**src/rtl/core/bsim_div.sv**
```systemverilog
// pipelined restoring divider, one quotient bit per register stage
// caller guarantees hi_i < div_i; a side word travels with each request
`timescale 1ns / 1ps

module bsim_div #(
  parameter int VW = 8,
  parameter int QW = 8,
  parameter int SW = 1
) (
  input  logic          clk_i,
  input  logic          en_i,
  input  logic [VW-1:0] hi_i,
  input  logic [QW-1:0] lo_i,
  input  logic [VW-1:0] div_i,
  input  logic [SW-1:0] side_i,
  output logic [QW-1:0] quo_o,
  output logic [SW-1:0] side_o
);

  logic [VW-1:0] rem_q  [QW];
  logic [QW-1:0] lo_q   [QW];
  logic [VW-1:0] div_q  [QW];
  logic [SW-1:0] side_q [QW];

  for (genvar k = 0; k < QW; k++) begin : g_stage
    logic [VW-1:0] rem_in;
    logic [QW-1:0] lo_in;
    logic [VW-1:0] div_in;
    logic [SW-1:0] side_in;
    logic [VW:0]   trial;
    logic          take;

    if (k == 0) begin : g_first
      assign rem_in  = hi_i;
      assign lo_in   = lo_i;
      assign div_in  = div_i;
      assign side_in = side_i;
    end else begin : g_next
      assign rem_in  = rem_q[k-1];
      assign lo_in   = lo_q[k-1];
      assign div_in  = div_q[k-1];
      assign side_in = side_q[k-1];
    end

    assign trial = {rem_in, lo_in[QW-1]};
    assign take  = trial >= {1'b0, div_in};

    // quotient bits shift in from the bottom as dividend bits leave the top
    always_ff @(posedge clk_i) begin
      if (en_i) begin
        rem_q[k]  <= take ? VW'(trial - {1'b0, div_in}) : trial[VW-1:0];
        lo_q[k]   <= {lo_in[QW-2:0], take};
        div_q[k]  <= div_in;
        side_q[k] <= side_in;
      end
    end
  end

  assign quo_o  = lo_q[QW-1];
  assign side_o = side_q[QW-1];

endmodule

```
**config.mk**
```make
export PLATFORM = sky130hd
export DESIGN_NAME = bsim_div
export DESIGN_NICKNAME = d
export VERILOG_FILES = /design/src/rtl/core/bsim_div.sv
export SDC_FILE = /design/constraint.sdc
export NUM_CORES = 1
export LEC_CHECK = 0
export BUFFER_PORTS_ARGS = -buffer_cell sky130_fd_sc_hd__buf_4
export CAP_MARGIN = 20
export CORE_MARGIN = 2
export CORE_UTILIZATION = 40
export CTS_CLUSTER_SIZE = 20
export DETAILED_ROUTE_END_ITERATION = 6
export PLACE_DENSITY = 0.62
export SYNTH_ARGS = -nofsm -noshare
export SYNTH_HDL_FRONTEND = slang
export SYNTH_SLANG_ARGS = --single-unit
```
**constraint.sdc**
```tcl
create_clock -name clk_i -period 4.5 [get_ports clk_i]
set_input_delay 0.45 -clock clk_i [delete_from_list [all_inputs] [get_ports clk_i]]
set_output_delay 0.45 -clock clk_i [all_outputs]
set_load 0.05 [all_outputs]
```
==> results.toml, run 1 <==
[critical_path]
r2r_end = "rem_q[1][3]"
worstSetupEndpointType = "flip-flop"
worstPathArrival_ns = 2.78
crit_required_ns = 4.69
r2r_slack_ns = 1.91
reg2reg_depth = 5
worstReg2RegStart = "rem_q[0][5]"
cp-start-kind = "flip-flop"
critPathKind = "flip-flop to flip-flop"
crit_path_max_fanout = 9

[hold_path]
worstHoldEndpoint = "lo_q[0][7]"
min_delay_path_depth = 1
worstHoldStart = "lo_i[6]"
min_path_type = "primary input to flip-flop"

[drt]
drt_iter0_markers = 265
num_vias = 5410
drt_first_pass_iters = 5
wl_per_cell_um = 14.17
viasPerCell = 5.109
ant_nets = 0
drc = 0
routed_wirelength_um = 15000

[finish]
regArea_sq_mm = 0.005525
finish.instance_area_sq_mm = 0.01064
nets = 825
final_common_cell = "edfxtp_1"
multiInputGateArea_sq_mm = 0.003508
syn2layout_area_growth_pct = 13.21
diodes = 0
final_cell_mix = "edfxtp_1, inv_1, ha_1"
drive_gt1_frac = 0.1568
n_fill_cell = 2108

[clock_network]
cts-root-buf = "clkbuf_16"
cts_max_level = 4
clkTransAtPathRegs_ns = 0.07
postCtsSetupRepairBufs = 0
cts_buffers = 17
postCtsHoldBufs = 0
clockBufferDepth = 2
tritoncts = "done"
clock-sinks = 184
ctsResizeCount = 0
insertion_delay_ns = 0.43

[synthesis]
synthArstFlopShare = 0
netlist.area_leader.share = 0.5881
synth_seq_area_share = 0.5881
synthDistinctLibCells = 47
synthFlopType = "edfxtp_1"
syn-num-nets = 776
synth.avg_cell_area_sq_um = 13.86
ys_seq_elements = 184
yosysWarnings = 0
synth_edf_count = 184
syn_area_sq_mm = 0.009395
synthTopCellsByArea = "edfxtp_1, ha_1, mux2_4"
synth_top_area_cell = "edfxtp_1"
syn_inst = 678

[run]
maxCapViolCount = 0

[grt]
antenna_found_initial = 0
grt_overflow = 0
grtUsageTotal = 0.1298
grt_pass1_vias = 5670
grt_pass1_wl_um = 25540
grt_max_degree = 99

[floorplan]
start_util = 0.4039
io_pins = 36
core_sq_mm = 0.02326
die_x_um = 157.3
dieHeight_um = 157.3
dieArea_sq_mm = 0.02473
row_count = 56

[timing]
tightestPinTransition_ns = 0.8942
rsz0062_at_grt = "no"
max_freq_ghz = 0.3866
finalCritPeriodShare = 0.5748
drv_slew = 0
final_hold_viol_count = 0
finalSetupViolCount = 0
relSlewSlack = 0.4039
fin_tns_setup_ns = 0
layout_min_cycle_time_ns = 2.587
skew_ns = 0.01204

[placed_design]
routabilityCongestion = 0.8503
portBuffers = 35
post_dp_cell_area_sq_mm = 0.01003
post-dp-hpwl_um = 10760

[power]
ir_drop_v = 0.0002647
leakage_uw = 0.004247
p_per_area_mw_per_mm2 = 549.6

[outcome]
outcome = "finished, final reports clean"
worst max-delay path: stages (launching register included):
cell and delay, ns:
edfxtp_1 0.41, ha_1 0.40, a21o_1 0.25, a2111oi_2 0.37, o31a_1 0.57, mux2_4 0.35
routing by layer:
layer	vias up	GRT usage	routed length, um
li1	2649	-	-
met1	2637	0.1259	5770
met2	92	0.2539	8375
met3	32	0.03001	388
met4	0	0.06450	469
met5	-	0	0
synthesized netlist by cell type (17+ instances only):
cell type	number
edfxtp_1	184
inv_1	84
ha_1	64
nor2_1	30
a21oi_1	29
mux2_4	28
o21ai_0	26
nand3_1	22
mux2i_1	21
nor2b_1	18
a21o_1	17
how the worst max path moves through the flow:
stage,startpoint,endpoint,slack (ns),depth (start not counted)
after floorplan,div_i[6],rem_q[0][2],2.25,7
after global placement,hi_i[5],rem_q[0][5],1.84,6
after detailed placement,hi_i[5],rem_q[0][6],1.77,6
after CTS,rem_q[0][5],rem_q[1][3],1.89,5
after global routing,rem_q[4][5],rem_q[5][4],1.74,5
final,rem_q[0][5],rem_q[1][3],1.91,5
state kept, by name, summed over array words and instances (netlist names):
| register | count |
|---|---|
| side_q | 8 |
| rem_q | 56 |
| div_q | 56 |
| lo_q | 64 |
cell families after synthesis:
| kind of cell | synth area share |
|---|---|
| AOI/OAI and AO/OA | 0.1167 |
| xor gates and xnor gates | 0.01305 |
| adders and majority gates | 0.1001 |
| buffers and inverters | 0.03849 |
| DFF | 0.5881 |
| muxes | 0.07671 |
| and+or+nand+nor | 0.06685 |
metrics by stage:
stage | cells | total power (uW) | setup WS, ns | hold slack [ns] | utilization
final | 1059 | 5846 | 1.913 | 0.1878 | 0.4572
after global routing | 1059 | 6190 | 1.742 | 0.1627 | 0.4572
after CTS | 1059 | 5896 | 1.893 | 0.1662 | 0.4572
after detailed placement | 1027 | 4369 | 1.766 | 0.4045 | 0.4314
after global placement | 1027 | 4269 | 1.844 | 0.4016 | 0.4314
after floorplan | 678 | 3959 | 2.247 | 0.4003 | -
cell type report:
type / count / area share
multi-input cells: 404 / 0.3298
inverters: 84 / 0.02964
flip-flops and latches: 184 / 0.5195
repair buffers: 36 / 0.02694
clock buffers: 17 / 0.04000
well taps: 319 / 0.03752
clock inverters: 15 / 0.01659
where the power goes:
part | switching [uW] | internal (uW) | total, uW
sequential | 128 | 2290 | 2420
clock | 706 | 801 | 1510
combinational | 987 | 933 | 1920
total | 1820 | 4020 | 5850
(Power assumes the default switching activity.)
==> run 2, diff against run 1 <==
--- a/config.mk
+++ b/config.mk
@@ -11,7 +11,7 @@
 export CORE_UTILIZATION = 40
 export CTS_CLUSTER_SIZE = 20
 export DETAILED_ROUTE_END_ITERATION = 6
-export PLACE_DENSITY = 0.62
+export PLACE_DENSITY = 0.64
 export SYNTH_ARGS = -nofsm -noshare
 export SYNTH_HDL_FRONTEND = slang
 export SYNTH_SLANG_ARGS = --single-unit
==> constraint.sdc (replaced) <==
create_clock -name clk_i -period 2.1 [get_ports clk_i]
set_input_delay 0.21 -clock clk_i [delete_from_list [all_inputs] [get_ports clk_i]]
set_output_delay 0.21 -clock clk_i [all_outputs]
set_load 0.05 [all_outputs]
==> run 2 against run 1 <==
  * Global-route usage is 0.12 points higher
  * Sequential power grew 120%
  * Combinational power grew to 2.8 times the previous value
  * Non-clock buffer count rose by 129
  * Die area is the same
  * Hold slack worse by 0.12 ns
  * Critical path type unchanged
  * Clock skew down 0.0016 ns
  * The run now ends with setup timing left
==> results.toml, run 2 (synthesis gave the netlist of run 1 again) <==
[outcome]
violations = "setup timing"
outcome = "finished with violations"

[floorplan]
die_x_um = 157.3
dieArea_sq_mm = 0.02473
row_count = 56
dieHeight_um = 157.3
core_sq_mm = 0.02326
start_util = 0.4039
io_pins = 36

[critical_path]
worstSetupEndpointType = "flip-flop"
worstPathArrival_ns = 2.35
crit_path_max_fanout = 7
crit_required_ns = 2.28
critPathKind = "flip-flop to flip-flop"
slowest_stage = "edfxtp_1"
crit_chain = "ha_4 -> a21o_1 -> a2111oi_4 -> o31a_1 -> buf_12 -> mux2_4"
cp-start-kind = "flip-flop"
slowest_delay_ns = 0.44

[drt]
ant_nets = 0
drt_iter0_markers = 245
wl_per_cell_um = 13.34
drt_first_pass_iters = 4
routed_wirelength_um = 15850
num_vias = 5814
viasPerCell = 4.894
drc = 0

[grt]
grtUsageTotal = 0.1310
grt_pass1_wl_um = 25550
grt_overflow = 0
grt_max_degree = 58
antenna_found_initial = 0
grt_pass1_vias = 5822

[finish]
drive_gt1_frac = 0.3383
reg_top3 = "lo_q (64), div_q (56), rem_q (56)"
finish.instance_area_sq_mm = 0.01213
regMostFlops = "lo_q"
regArea_sq_mm = 0.005525
syn2layout_area_growth_pct = 29.11
largest_reg_flops = 64
final_util = 0.5215
multiInputGateArea_sq_mm = 0.003913
nets = 954
diodes = 0
final_common_cell = "edfxtp_1"
final_cell_mix = "edfxtp_1, buf_4, inv_1"
n_fill_cell = 1989
fin_cells = 1188

[clock_network]
clkTransAtPathRegs_ns = 0.07
insertion_delay_ns = 0.43
tritoncts = "done"
cts-root-buf = "clkbuf_16"
clock-sinks = 184
cts_buffers = 17
clockBufferDepth = 2
cts_max_level = 4

[power]
report.power.total_uw = 13880
ir_drop_v = 0.0005014
p_per_area_mw_per_mm2 = 1144
leakage_uw = 0.004950

[timing]
skew_ns = 0.01046
final_hold_viol_count = 0
drv_slew = 0
finalSetupViolCount = 13
max_freq_ghz = 0.4598
relSlewSlack = 0.7360
layout_min_cycle_time_ns = 2.175
tightestPinTransition_ns = 0.3918
rsz0062_at_grt = "yes"
finalWorstSetupSlack_ns = -0.07471
finalCritPeriodShare = 1.036

[placed_design]
portBuffers = 35
routabilityCongestion = 0.8437
post_dp_cell_area_sq_mm = 0.01075
pre_cts_slack_ns = -0.2110
place_inst = 1110
post-dp-hpwl_um = 11050

[hold_path]
min_path_type = "primary input to flip-flop"

[run]
maxCapViolCount = 0
## run 2: what timing repair did
action                                  in CTS  in global routing
gates cloned                                 0                  0
hold buffers                                15                  0
buffers inserted                             8                 24
resized for setup                           14                 69
hold endpoints to repair                    15                  0
endpoints found under the setup margin      27                 49
pin swaps                                   14                 27
## run 2: report_power, final
part | switching (uW) | total [uW] | internal [uW]
sequential | 319 | 5230 | 4910
clock | 1430 | 3230 | 1800
combinational | 2360 | 5410 | 3050
total | 4110 | 13900 | 9770
## run 2: cell type report
cell class / count / area share
clock buffers: 19 / 0.03569
flip-flops and latches: 184 / 0.4555
clock inverters: 13 / 0.01341
inverters: 84 / 0.02599
well taps: 319 / 0.03290
repair buffers: 165 / 0.1140
multi-input cells: 404 / 0.3225
## run 2: critical path: cells and delay by family, from the launching register on
| family | cells | cell delay (ns) |
|---|---|---|
| buffers and inverters | 1 | 0.14 |
| adder cells (fa/ha/maj) | 1 | 0.28 |
| flip-flops | 1 | 0.44 |
| AO/OA/AOI/OAI | 3 | 0.77 |
| multiplexers | 1 | 0.30 |
## run 2: stage by stage
stage	setup TNS, ns	hold slack (ns)
after floorplan	0	0.3089
after global placement	-2.057	0.3906
after detailed placement	-2.500	0.3895
after CTS	-1.104	0.04476
after global routing	-3.199	0.05415
final	-0.4771	0.06410
## run 2: metal layers
metal / GRT usage / wire [um] / vias up
met5: 0 / 0 / -
met4: 0.04242 / 305 / 0
met3: 0.03497 / 335 / 22
met1: 0.1270 / 6118 / 2813
li1: - / - / 2909
met2: 0.2639 / 9087 / 70
## run 2: worst paths after layout
| kind | slack (ns) | startpoint | to | depth (start not counted) |
|---|---|---|---|---|
| worst max-delay path | -0.07 | rem_q[4][5] | rem_q[5][7] | 6 |
| worst min-delay path | 0.06 | div_i[6] | div_q[0][6] | 2 |
| worst max register to register | -0.07 | rem_q[4][5] | rem_q[5][7] | 6 |
| worst min register to register | 0.42 | lo_q[0][24] | lo_q[1][1] | 0 |
