File: config.mk
export PLATFORM = sky130hd
export DESIGN_NAME = bsim_sqrt
export DESIGN_NICKNAME = d
export VERILOG_FILES = /design/src/rtl/core/bsim_sqrt.sv
export SDC_FILE = /design/constraint.sdc
export NUM_CORES = 1
export LEC_CHECK = 0
export BUFFER_PORTS_ARGS = -buffer_cell sky130_fd_sc_hd__buf_4
export CAP_MARGIN = 25
export CORE_ASPECT_RATIO = 0.6
export CORE_UTILIZATION = 60
export DETAILED_ROUTE_END_ITERATION = 10
export GPL_ROUTABILITY_DRIVEN = 0
export PLACE_DENSITY = 0.8
export SLEW_MARGIN = 30
export SYNTH_ARGS = -nofsm -noshare
export SYNTH_HDL_FRONTEND = slang
export SYNTH_SLANG_ARGS = --single-unit
File: constraint.sdc
create_clock -name clk_i -period 4.05 [get_ports clk_i]
set_input_delay 0.405 -clock clk_i [delete_from_list [all_inputs] [get_ports clk_i]]
set_output_delay 0.405 -clock clk_i [all_outputs]
set_load 0.02 [all_outputs]
File: src/rtl/core/bsim_sqrt.sv
// pipelined integer square root, one root bit per register stage
// floor root of an IW-bit radicand; a side word travels with each request
`timescale 1ns / 1ps

module bsim_sqrt #(
  parameter int IW = 8,
  parameter int SW = 1
) (
  input  logic             clk_i,
  input  logic             en_i,
  input  logic [IW-1:0]    rad_i,
  input  logic [SW-1:0]    side_i,
  output logic [IW/2-1:0]  root_o,
  output logic [SW-1:0]    side_o
);

  localparam int OW = IW / 2;

  logic [OW+1:0] rem_q  [OW];
  logic [OW-1:0] root_q [OW];
  logic [IW-1:0] rad_q  [OW];
  logic [SW-1:0] side_q [OW];

  for (genvar k = 0; k < OW; k++) begin : g_stage
    logic [OW+1:0] rem_in;
    logic [OW-1:0] root_in;
    logic [IW-1:0] rad_in;
    logic [SW-1:0] side_in;
    logic [OW+3:0] t;
    logic [OW+3:0] trial;
    logic          take;

    if (k == 0) begin : g_first
      assign rem_in  = '0;
      assign root_in = '0;
      assign rad_in  = rad_i;
      assign side_in = side_i;
    end else begin : g_next
      assign rem_in  = rem_q[k-1];
      assign root_in = root_q[k-1];
      assign rad_in  = rad_q[k-1];
      assign side_in = side_q[k-1];
    end

    // bring down two radicand bits, try 4*root+1
    assign t     = {rem_in, rad_in[IW-1 -: 2]};
    assign trial = (OW+4)'({root_in, 2'b01});
    assign take  = t >= trial;

    always_ff @(posedge clk_i) begin
      if (en_i) begin
        rem_q[k]  <= take ? (OW+2)'(t - trial) : t[OW+1:0];
        root_q[k] <= {root_in[OW-2:0], take};
        rad_q[k]  <= {rad_in[IW-3:0], 2'b00};
        side_q[k] <= side_in;
      end
    end
  end

  assign root_o = root_q[OW-1];
  assign side_o = side_q[OW-1];

endmodule

==> results of run 1 <==
-- worst max-delay path by stage --
stage	start	to	slack [ns]	cells past startpoint
2_1_floorplan	rem_q[1][2]	rem_q[2][2]	2.13	5
3_3_place_gp	rem_q[1][2]	rem_q[2][3]	2.03	4
3_5_place_dp	rem_q[1][2]	rem_q[2][2]	1.96	4
4_1_cts	rem_q[1][2]	rem_q[2][2]	1.94	4
5_1_grt	rem_q[1][2]	rem_q[2][2]	1.82	4
6_report	rem_q[1][2]	rem_q[2][2]	1.92	4
-- metal layers --
metal	track usage, %	wire (microns)	vias to the layer above
met4	7.20	14	0
met3	6.28	141	2
met5	0	0	-
met1	20.4	1030	422
met2	25.9	1060	28
li1	-	-	451
-- cells in the final DEF (no fill, tap or decap) --
cell type,n
a21boi_0,1
a21o_2,1
a21oi_1,5
a31oi_1,1
and2_1,1
buf_4,15
clkbuf_1,1
clkbuf_8,5
clkinv_2,2
conb_1,1
edfxtp_1,41
ha_1,11
inv_1,13
mux2_4,2
mux2i_1,1
nand2_1,1
nand2b_1,1
nand3b_1,1
nor2_1,6
nor2b_1,2
nor2b_2,1
nor3_1,3
nor4_1,1
o21a_1,1
o21ai_0,6
o31ai_1,1
o31ai_2,1
or2_2,1
or4_1,1
or4_2,1
xnor2_1,4
xor2_1,1
-- layout make-up --
type	instances	area, sq um	area share, %
flip-flops and latches	41	1230	62.9
multi-input cells	57	442	22.6
repair buffers	15	113	5.75
clock buffers	6	72.6	3.71
inverters	13	48.8	2.49
well taps	32	40.0	2.05
clock inverters	2	10.0	0.512
-- state kept, by name, summed over array words and instances, names as in the netlist --
name	cells
root_q	10
side_q	4
rem_q	15
rad_q	12
-- power groups by stage --
stage / clock network (mW) / logic, mW / registers [mW]
3_5_place_dp: 0 / 0.105 / 0.542
3_3_place_gp: 0 / 0.0999 / 0.540
6_report: 0.250 / 0.106 / 0.533
2_1_floorplan: 0 / 0.0691 / 0.540
5_1_grt: 0.268 / 0.117 / 0.536
4_1_cts: 0.252 / 0.106 / 0.533
-- kinds of logic after synthesis --
logic type      after synthesis  synth area share (%)
flops                        41                  71.0
simple gates                 20                  6.43
compound gates               17                  6.07
buf+inv                      14                  3.47
fa+ha+maj                    11                  7.94
xor+xnor                      5                  2.53
mux                           3                  2.31
other cells                   1                 0.216
-- metrics by stage --
stage | util [%] | area (sq um) | setup slack, ns | cells
after floorplan | - | 1730 | 2.13 | 112
after global placement | 71.3 | 1870 | 2.03 | 158
after detailed placement | 71.3 | 1870 | 1.96 | 158
after CTS | 74.5 | 1960 | 1.94 | 166
after global routing | 74.5 | 1960 | 1.82 | 166
final | 74.5 | 1960 | 1.92 | 166
==> summary.txt, run 1 <==
Power and ir drop
  – Combinational share of power: 11.9%
  – Sw Pwr: a little over 0.2 mW
  – PD cells: 454 mW/mm^2
  – Power Total: 0.888 mW
  – Sw frac: 22.8%
  – Leakage power: 0.766 nW
  – Sequential share of power: roughly three fifths
  – Int Power: 0.686 mW
  – Max VDD drop: 0.344 mV
  – Clock network power share: 28.1%

Worst setup path
  – Signal arrival time at the worst endpoint: 2.17 ns
  – Worst path slowest cell: or4_1
  – Crit path max-delay family: simple AND/OR/NAND/NOR gates
  – WP buf/inv: 0
  – Crit end category: register
  – Crit path max fanout: 6
  – RR Endpoint: rem_q[2][2]
  – R2R depth: 4
  – R2R setup slack: 1.92 ns
  – CP peak stage delay: 0.55 ns
  – Cells along the critical path: or4_1 > a31oi_1 > nor2b_2 > mux2_4
  – RR Startpoint: rem_q[1][2]
  – Worst Path Required: 4.09 ns
  – WS Path Type: reg2reg
  – Crit start category: register

Hold path
  – Hold Path End: side_q[0]
  – Hold_sp: side_i
  – Hold depth: 1
  – Worst min path class: in2reg

Detailed routing
  – Vias: between 900 and 1000
  – Iteration-0 DRC Markers: 39
  – Routed Antenna Nets: 0
  – Wire per inst: between 10 and 15 microns
  – Vias per Instance: 5.44
  – Final wirelength: 2.25 mm
  – Detailed-router iteration count before antenna repair: 4
  – Drt drc: 0

Global routing
  – Grt ovf: 0
  – Vias in the first global route: roughly 800
  – First-pass GRT wire length: 3.46 mm
  – Initial antenna violation count: 0
  – Largest net degree at the start of global routing: 42
  – GRT Total Usage: 16.3%

Run status
  – Outcome: completed

Floorplan
  – Core outline area: 0.00263 sq mm
  – Initial Util: between 60% and 70%
  – Die Wd: 71.4 microns
  – Num rows: 14
  – Num ports: 16
  – Die area: 0.00311 sq mm
  – Die Ht: between 40 and 50 microns

Timing
  – Final Hold Slack: 0.289 ns
  – Setup violations, final: 0
  – Worst Tran Pin Value: 0.641 ns
  – FMAX: 0.470 GHz
  – Fin crit share: 52.6%
  – Clk_skew: roughly 0.0064 ns
  – Pins Over Slew Limit: 0
  – RSZ-0062 raised after global routing: false
  – Fin. Hold Viols: 0
  – Max-Slew Margin vs Limit: 57.0%
  – Fin crit period: 2.13 ns
  – Fin Setup TNS: 0 ns

CTS
  – CTS tree: yes
  – H-tree levels: 2
  – Bufs on Longest Clock Path: 2
  – CTS Root Cell: clkbuf_8
  – CTS clock-pin slew for the worst setup and hold paths: 0.07 ns
  – Post-cts resize count: 0
  – # hold bufs at CTS: 0
  – CTS Sinks: 41
  – Setup repair bufs after CTS: 0
  – Worst-Skew Late Latency: 0.29 ns
  – Total CTS buffers: 5

Yosys
  – Most common cell in the netlist: edfxtp_1
  – Ys Warns: 0
  – Cell taking the most area after synthesis: edfxtp_1
  – Synth unique cells: 29
  – Mean post-synth cell area: 15.5 sq um
  – Ys async rst share: 0%
  – Seq/Total Area, Yosys: a little under three quarters
  – Net Count, Synth: 134
  – Dominant synthesized flop cell: edfxtp_1
  – Largest cells by area after synthesis: edfxtp_1, ha_1, inv_1
  – Mapped Cells: 112
  – Post-Syn Area: 0.00173 sq mm
  – Post-synth EDFFs: 41
  – Synth top area share: 71.0%
  – Synth cell count leaders: edfxtp_1, inv_1, ha_1
  – Post-synthesis sequential element count: 41

Placement
  – Post-DP HPWL: 1.53 mm
  – IO Port Bufs: 15

Layout
  – Final nets: 155
  – Filler cells: around 180
  – Ratio of cells with drive above 1 in the final layout: a little over a fifth
  – Layout area overhead: 12.9%
  – ANT cells: 0

Run
  – Max-Cap Viols: 0
No activity file was read; power rests on OpenSTA's default activity.
==> run 2, diff against run 1 <==
--- a/config.mk
+++ b/config.mk
@@ -8,10 +8,10 @@
 export BUFFER_PORTS_ARGS = -buffer_cell sky130_fd_sc_hd__buf_4
 export CAP_MARGIN = 25
 export CORE_ASPECT_RATIO = 0.6
-export CORE_UTILIZATION = 60
+export CORE_UTILIZATION = 57
 export DETAILED_ROUTE_END_ITERATION = 10
 export GPL_ROUTABILITY_DRIVEN = 0
-export PLACE_DENSITY = 0.8
+export PLACE_DENSITY = 0.77
 export SLEW_MARGIN = 30
 export SYNTH_ARGS = -nofsm -noshare
 export SYNTH_HDL_FRONTEND = slang
==> constraint.sdc (replaced) <==
create_clock -name clk_i -period 2.1 [get_ports clk_i]
set_input_delay 0.21 -clock clk_i [delete_from_list [all_inputs] [get_ports clk_i]]
set_output_delay 0.21 -clock clk_i [all_outputs]
set_load 0.02 [all_outputs]
==> run 2 against run 1 <==
Effect of this change:
- non-clock buffer count rose by 3
- via count rose by 3.7%
- critical path type unchanged
- largest power group unchanged
- worst setup slack got worse by 1.8 ns
- core utilization fell by 4.4 points
- flip-flop and latch count did not move
==> summary.txt, run 2 (synthesis results as in run 1) <==
Run status
  – Outcome: completed

CTS
  – CTS Root Cell: clkbuf_8
  – CTS Sinks: 41 (unchanged)
  – Total CTS buffers: 5 (unchanged)
  – H-tree levels: 2 (unchanged)
  – CTS clock-pin slew for the worst setup and hold paths: 0.07 ns (about the same)
  – CTS tree: yes
  – Bufs on Longest Clock Path: 2 (unchanged)
  – Worst-Skew Late Latency: 0.29 ns (about the same)

Global routing
  – Vias in the first global route: 922 (+16%)
  – GRT Total Usage: 18.5% (+2.2 points)
  – Initial antenna violation count: 0 (unchanged)
  – Largest net degree at the start of global routing: 42 (unchanged)
  – First-pass GRT wire length: 4.07 mm (+18%)
  – Grt ovf: 0 (unchanged)

Layout
  – Largest registers: rem_q x15, rad_q x12, root_q x10
  – Final nets: 158 (+1.9%)
  – Ratio of cells with drive above 1 in the final layout: 24.1% (+2.4 points)
  – Top reg by flops: rem_q
  – Most frequent cells in the layout: edfxtp_1, buf_4, inv_1
  – Commonest non-fill, non-tap cell in the layout: edfxtp_1
  – ANT cells: 0 (unchanged)
  – Filler cells: 200 (+12%)
  – Largest register FFs: 15 (unchanged)
  – Layout area overhead: 16.1%

Hold path
  – Worst min path class: in2reg
  – Hold depth: 1 (unchanged)

Detailed routing
  – Iteration-0 DRC Markers: 40 (+2.6%)
  – Wire per inst: 14.1 microns (+4.4%)
  – Detailed-router iteration count before antenna repair: 4 (unchanged)
  – Final wirelength: 2.53 mm (+13%)
  – Routed Antenna Nets: 0 (unchanged)
  – Vias: 936 (+3.7%)
  – Drt drc: 0 (unchanged)
  – Vias per Instance: 5.23 (-3.9%)

Floorplan
  – Die Ht: 44.7 microns (+2.5%)
  – Num ports: 16 (unchanged)
  – Die area: 0.00327 sq mm (+5.1%)
  – Num rows: 15 (+1)
  – Die Wd: 73.2 microns (+2.5%)
  – Core outline area: 0.00287 sq mm (+9.3%)
  – Initial Util: 60.3% (-5.6 points)

Timing
  – Fin. Hold Viols: 0 (unchanged)
  – RSZ-0062 raised after global routing: false
  – Worst Tran Pin Value: 0.508 ns (-0.134 ns)
  – FMAX: 0.493 GHz (+4.9%)
  – Final WS setup: 0.0701 ns (-1.85 ns)
  – Max-Slew Margin vs Limit: 66.2% (+9.2 points)
  – Clk_skew: 0.00636 ns (-0.0000606 ns)
  – Fin crit period: 2.03 ns (-0.100 ns)
  – Setup violations, final: 0 (unchanged)
  – Fin crit share: 96.7% (+44 points)
  – Fin Setup TNS: 0 ns (unchanged)
  – Pins Over Slew Limit: 0 (unchanged)

Run
  – Max-Cap Viols: 0 (unchanged)

Power and ir drop
  – Max VDD drop: 0.650 mV (+89%)
  – PD cells: 867 mW/mm^2 (+91%)
  – Leakage power: 0.784 nW (+2.3%)

Worst setup path
  – Cells along the critical path: or4_1 > a31oi_2 > nor2b_4 > mux2_4
  – Worst setup endpoint: rem_q[2][3]
  – R2R setup slack: 0.07 ns (-1.85 ns)
  – WS Path Type: reg2reg
  – Worst Path Required: 2.14 ns (-1.95 ns)
  – Crit path launch: rem_q[1][2]
  – Crit path max fanout: 5 (-1)
  – RR Startpoint: rem_q[1][2]
  – Crit end category: register
  – Crit path max-delay family: simple AND/OR/NAND/NOR gates
  – CP peak stage delay: 0.57 ns (+0.02 ns)
  – RR Endpoint: rem_q[2][3]
  – WP buf/inv: 0 (unchanged)
  – Critical path depth: 4 (unchanged)
  – Crit start category: register
  – Signal arrival time at the worst endpoint: 2.07 ns (-0.10 ns)
  – Worst path slowest cell: or4_1
  – R2R depth: 4 (unchanged)

Placement
  – Place WS: 0.0276 ns (-1.93 ns)
  – IO Port Bufs: 15 (unchanged)
  – Post-DP HPWL: 1.75 mm (+14%)
run 2: changes by cell type in the layout (fill, tap and decap cells not counted), sizes merged:
| cell | before | now |
|---|---|---|
| buf | 15 | 18 |
run 2: per-stage QoR:
step	instances	total power, mW	util [%]	hold slack (ns)	cell area, sq um
2_1_floorplan	112	1.17	-	0.309	1730
3_3_place_gp	169	1.24	66.0	0.388	1890
3_5_place_dp	169	1.26	66.0	0.389	1890
4_1_cts	177	1.75	69.0	0.0797	1980
5_1_grt	179	1.83	70.1	0.0721	2010
6_report	179	1.75	70.1	0.0915	2010
run 2: layout make-up:
cell class              count  area, sq um  area share [%]
well taps                  42         52.6            2.61
repair buffers             18          135            6.72
flip-flops and latches     41         1230            61.2
multi-input cells          57          462            22.9
inverters                  13         48.8            2.43
clock buffers               6         72.6            3.61
clock inverters             2         10.0           0.498
run 2: worst min-delay path by stage:
| stage | startpoint | endpoint | slack (ns) |
|---|---|---|---|
| after floorplan | rad_i[0] | rad_q[0][0] | 0.31 |
| after global placement | rad_i[1] | rad_q[0][1] | 0.39 |
| after detailed placement | rad_i[1] | rad_q[0][1] | 0.39 |
| after CTS | rad_i[5] | rad_q[0][5] | 0.08 |
| after global routing | rad_i[5] | rad_q[0][5] | 0.07 |
| final | rad_i[5] | rad_q[0][5] | 0.09 |
run 2: routing by layer:
metal	GRT usage, %	up-vias	share of wire (%)
li1	-	453	-
met1	20.3	449	45
met2	30.6	26	49
met3	7.59	8	4.3
met4	12.2	0	2.3
met5	0	-	0
run 2: worst reg2reg max path: stages, from the launching register on:
cell and delay [ns]:
edfxtp_1 0.44, or4_1 0.57, a31oi_2 0.22, nor2b_4 0.24, mux2_4 0.31
run 2: where the power goes:
part | leakage (nW) | switching [mW] | internal [mW] | total, mW
logic | 0.345 | 0.119 | 0.110 | 0.228
clock network | 0.0450 | 0.257 | 0.230 | 0.487
registers | 0.394 | 0.0348 | 0.995 | 1.03
total | 0.784 | 0.411 | 1.33 | 1.75
run 2: what timing repair did:
item | 4_1_cts | 5_1_grt
resized for setup | 1 | 3
setup buffers | 0 | 2
hold buffers | 0 | 0
setup endpoints to repair | 2 | 4
==> run 3, diff against run 2 <==
--- a/config.mk
+++ b/config.mk
@@ -9,6 +9,7 @@
 export CAP_MARGIN = 25
 export CORE_ASPECT_RATIO = 0.6
 export CORE_UTILIZATION = 57
+export CTS_BUF_LIST = sky130_fd_sc_hd__clkbuf_8 sky130_fd_sc_hd__clkbuf_16
 export DETAILED_ROUTE_END_ITERATION = 10
 export GPL_ROUTABILITY_DRIVEN = 0
 export PLACE_DENSITY = 0.77
==> run 3 against run 2 <==
Effect of this change:
- via count grew 0.32%
- first-iteration DRC count is the same
- critical path type unchanged
- core utilization is the same
- highest routed layer unchanged
- wire length is essentially flat
==> summary.txt, run 3 (synthesis results as in run 1) <==
Timing
  – Worst Tran Pin Value: 0.508 ns (+0.000520 ns)
  – Fin crit period: 2.03 ns (+0.00144 ns)
  – Setup violations, final: 0 (unchanged)
  – Fin crit share: 96.7% (about the same)
  – Pins Over Slew Limit: 0 (unchanged)
  – Fin. Hold Viols: 0 (unchanged)
  – Max-Slew Margin vs Limit: 66.1% (about the same)
  – Final Hold Slack: 0.0918 ns (+0.000276 ns)
  – Fin Setup TNS: 0 ns (unchanged)
  – RSZ-0062 raised after global routing: false
  – Clk_skew: 0.00669 ns (+0.000328 ns)
  – FMAX: 0.492 GHz (about the same)

Global routing
  – Grt ovf: 0 (unchanged)
  – Largest net degree at the start of global routing: 42 (unchanged)
  – First-pass GRT wire length: 4.07 mm (unchanged)
  – GRT Total Usage: 18.5% (unchanged)
  – Vias in the first global route: 922 (unchanged)
  – Initial antenna violation count: 0 (unchanged)

CTS
  – CTS Root Cell: clkbuf_8
  – H-tree levels: 2 (unchanged)
  – Worst-Skew Late Latency: 0.29 ns (about the same)
  – CTS tree: yes
  – Bufs on Longest Clock Path: 2 (unchanged)
  – # hold bufs at CTS: 0 (unchanged)
  – CTS clock-pin slew for the worst setup and hold paths: 0.07 ns (about the same)
  – Total CTS buffers: 5 (unchanged)
  – CTS Sinks: 41 (unchanged)

Floorplan
  – Die area: 0.00327 sq mm (unchanged)
  – Num rows: 15 (unchanged)
  – Die Wd: 73.2 microns (unchanged)
  – Num ports: 16 (unchanged)
  – Core outline area: 0.00287 sq mm (unchanged)
  – Initial Util: 60.3% (unchanged)
  – Die Ht: 44.7 microns (unchanged)

Layout
  – Most frequent cells in the layout: edfxtp_1, buf_4, inv_1
  – Final nets: 158 (unchanged)
  – Post-layout util: 70.1% (unchanged)
  – Top reg by flops: rem_q
  – Largest register FFs: 15 (unchanged)
  – ANT cells: 0 (unchanged)
  – Largest registers: rem_q x15, rad_q x12, root_q x10
  – Layout area overhead: 16.1% (unchanged)
  – Commonest non-fill, non-tap cell in the layout: edfxtp_1
  – Filler cells: 200 (unchanged)
  – Ratio of cells with drive above 1 in the final layout: 24.1% (unchanged)

Placement
  – IO Port Bufs: 15 (unchanged)
  – Post-DP HPWL: 1.75 mm (unchanged)

Power and ir drop
  – PD cells: 865 mW/mm^2 (-0.26%)
  – Leakage power: 0.788 nW (+0.53%)
  – Max VDD drop: 0.648 mV (-0.29%)

Worst setup path
  – Worst path slowest cell: or4_1
  – Worst Path Required: 2.14 ns (about the same)
  – Crit path max fanout: 5 (unchanged)
  – Crit end category: register
  – Crit start category: register
  – WP buf/inv: 0 (unchanged)
  – CP peak stage delay: 0.57 ns (about the same)
  – Signal arrival time at the worst endpoint: 2.07 ns (about the same)
  – Crit path max-delay family: simple AND/OR/NAND/NOR gates
  – Cells along the critical path: or4_1 > a31oi_2 > nor2b_4 > mux2_4
  – WS Path Type: reg2reg

Detailed routing
  – Final wirelength: 2.53 mm (about the same)
  – Vias: 939 (+0.32%)
  – Routed Antenna Nets: 0 (unchanged)
  – Iteration-0 DRC Markers: 40 (unchanged)
  – Vias per Instance: 5.25 (+0.32%)
  – Wire per inst: 14.1 microns (about the same)
  – Drt drc: 0 (unchanged)
  – Detailed-router iteration count before antenna repair: 4 (unchanged)

Run
  – Max-Cap Viols: 0 (unchanged)

Run status
  – Outcome: completed

Hold path
  – Worst min path class: in2reg
[run 3: cell count changes in the layout (fill, tap and decap cells not counted)]
cell / previous run / this run
clkbuf_1: 1 / 0
inv_1: 13 / 14
[run 3: final cells by class]
class | instances | area (sq um) | area share [%]
Clock inverter | 3 | 13.8 | 0.684
Sequential cell | 41 | 1230 | 61.2
Clock buffer | 5 | 68.8 | 3.42
Inverter | 13 | 48.8 | 2.43
Multi-Input combinational cell | 57 | 462 | 22.9
Tap cell | 42 | 52.6 | 2.61
Timing Repair Buffer | 18 | 135 | 6.72
[run 3: stage by stage]
| step | power, mW | setup WS [ns] | area (sq um) | instances |
|---|---|---|---|---|
| finish | 1.74 | 0.0687 | 2010 | 179 |
| global route | 1.82 | 0.00708 | 2010 | 179 |
| CTS | 1.74 | 0.0163 | 1980 | 177 |
| detailed placement | 1.26 | 0.0276 | 1890 | 169 |
| global placement | 1.24 | 0.157 | 1890 | 169 |
| floorplan | 1.17 | 0.183 | 1730 | 112 |
[run 3: what timing repair did]
| action | CTS | global route |
|---|---|---|
| pin swaps | 0 | 0 |
| setup buffers | 0 | 2 |
| setup endpoints to repair | 2 | 4 |
| gates resized for setup | 1 | 3 |
[run 3: path summary, 6_finish.rpt]
kind                                  start           to  slack, ns  cells after the start
worst min-delay path               rad_i[5]  rad_q[0][5]       0.09                      1
worst max-delay path            rem_q[1][2]  rem_q[2][3]       0.07                      4
worst min register to register  rad_q[1][3]  rad_q[2][5]       0.42                      0
worst max register to register  rem_q[1][2]  rem_q[2][3]       0.07                      4
[run 3: metal layers]
metal / track usage [%] / up-vias / part of all wire [%]
met1: 20.3 / 452 / 45
li1: - / 453 / -
met3: 7.59 / 8 / 4.3
met4: 12.2 / 0 / 2.3
met5: 0 / - / 0
met2: 30.6 / 26 / 49
[run 3: power breakdown]
group	internal (mW)	total (mW)	switching (mW)
combinational	0.110	0.228	0.119
clock	0.225	0.483	0.257
sequential	0.995	1.03	0.0348
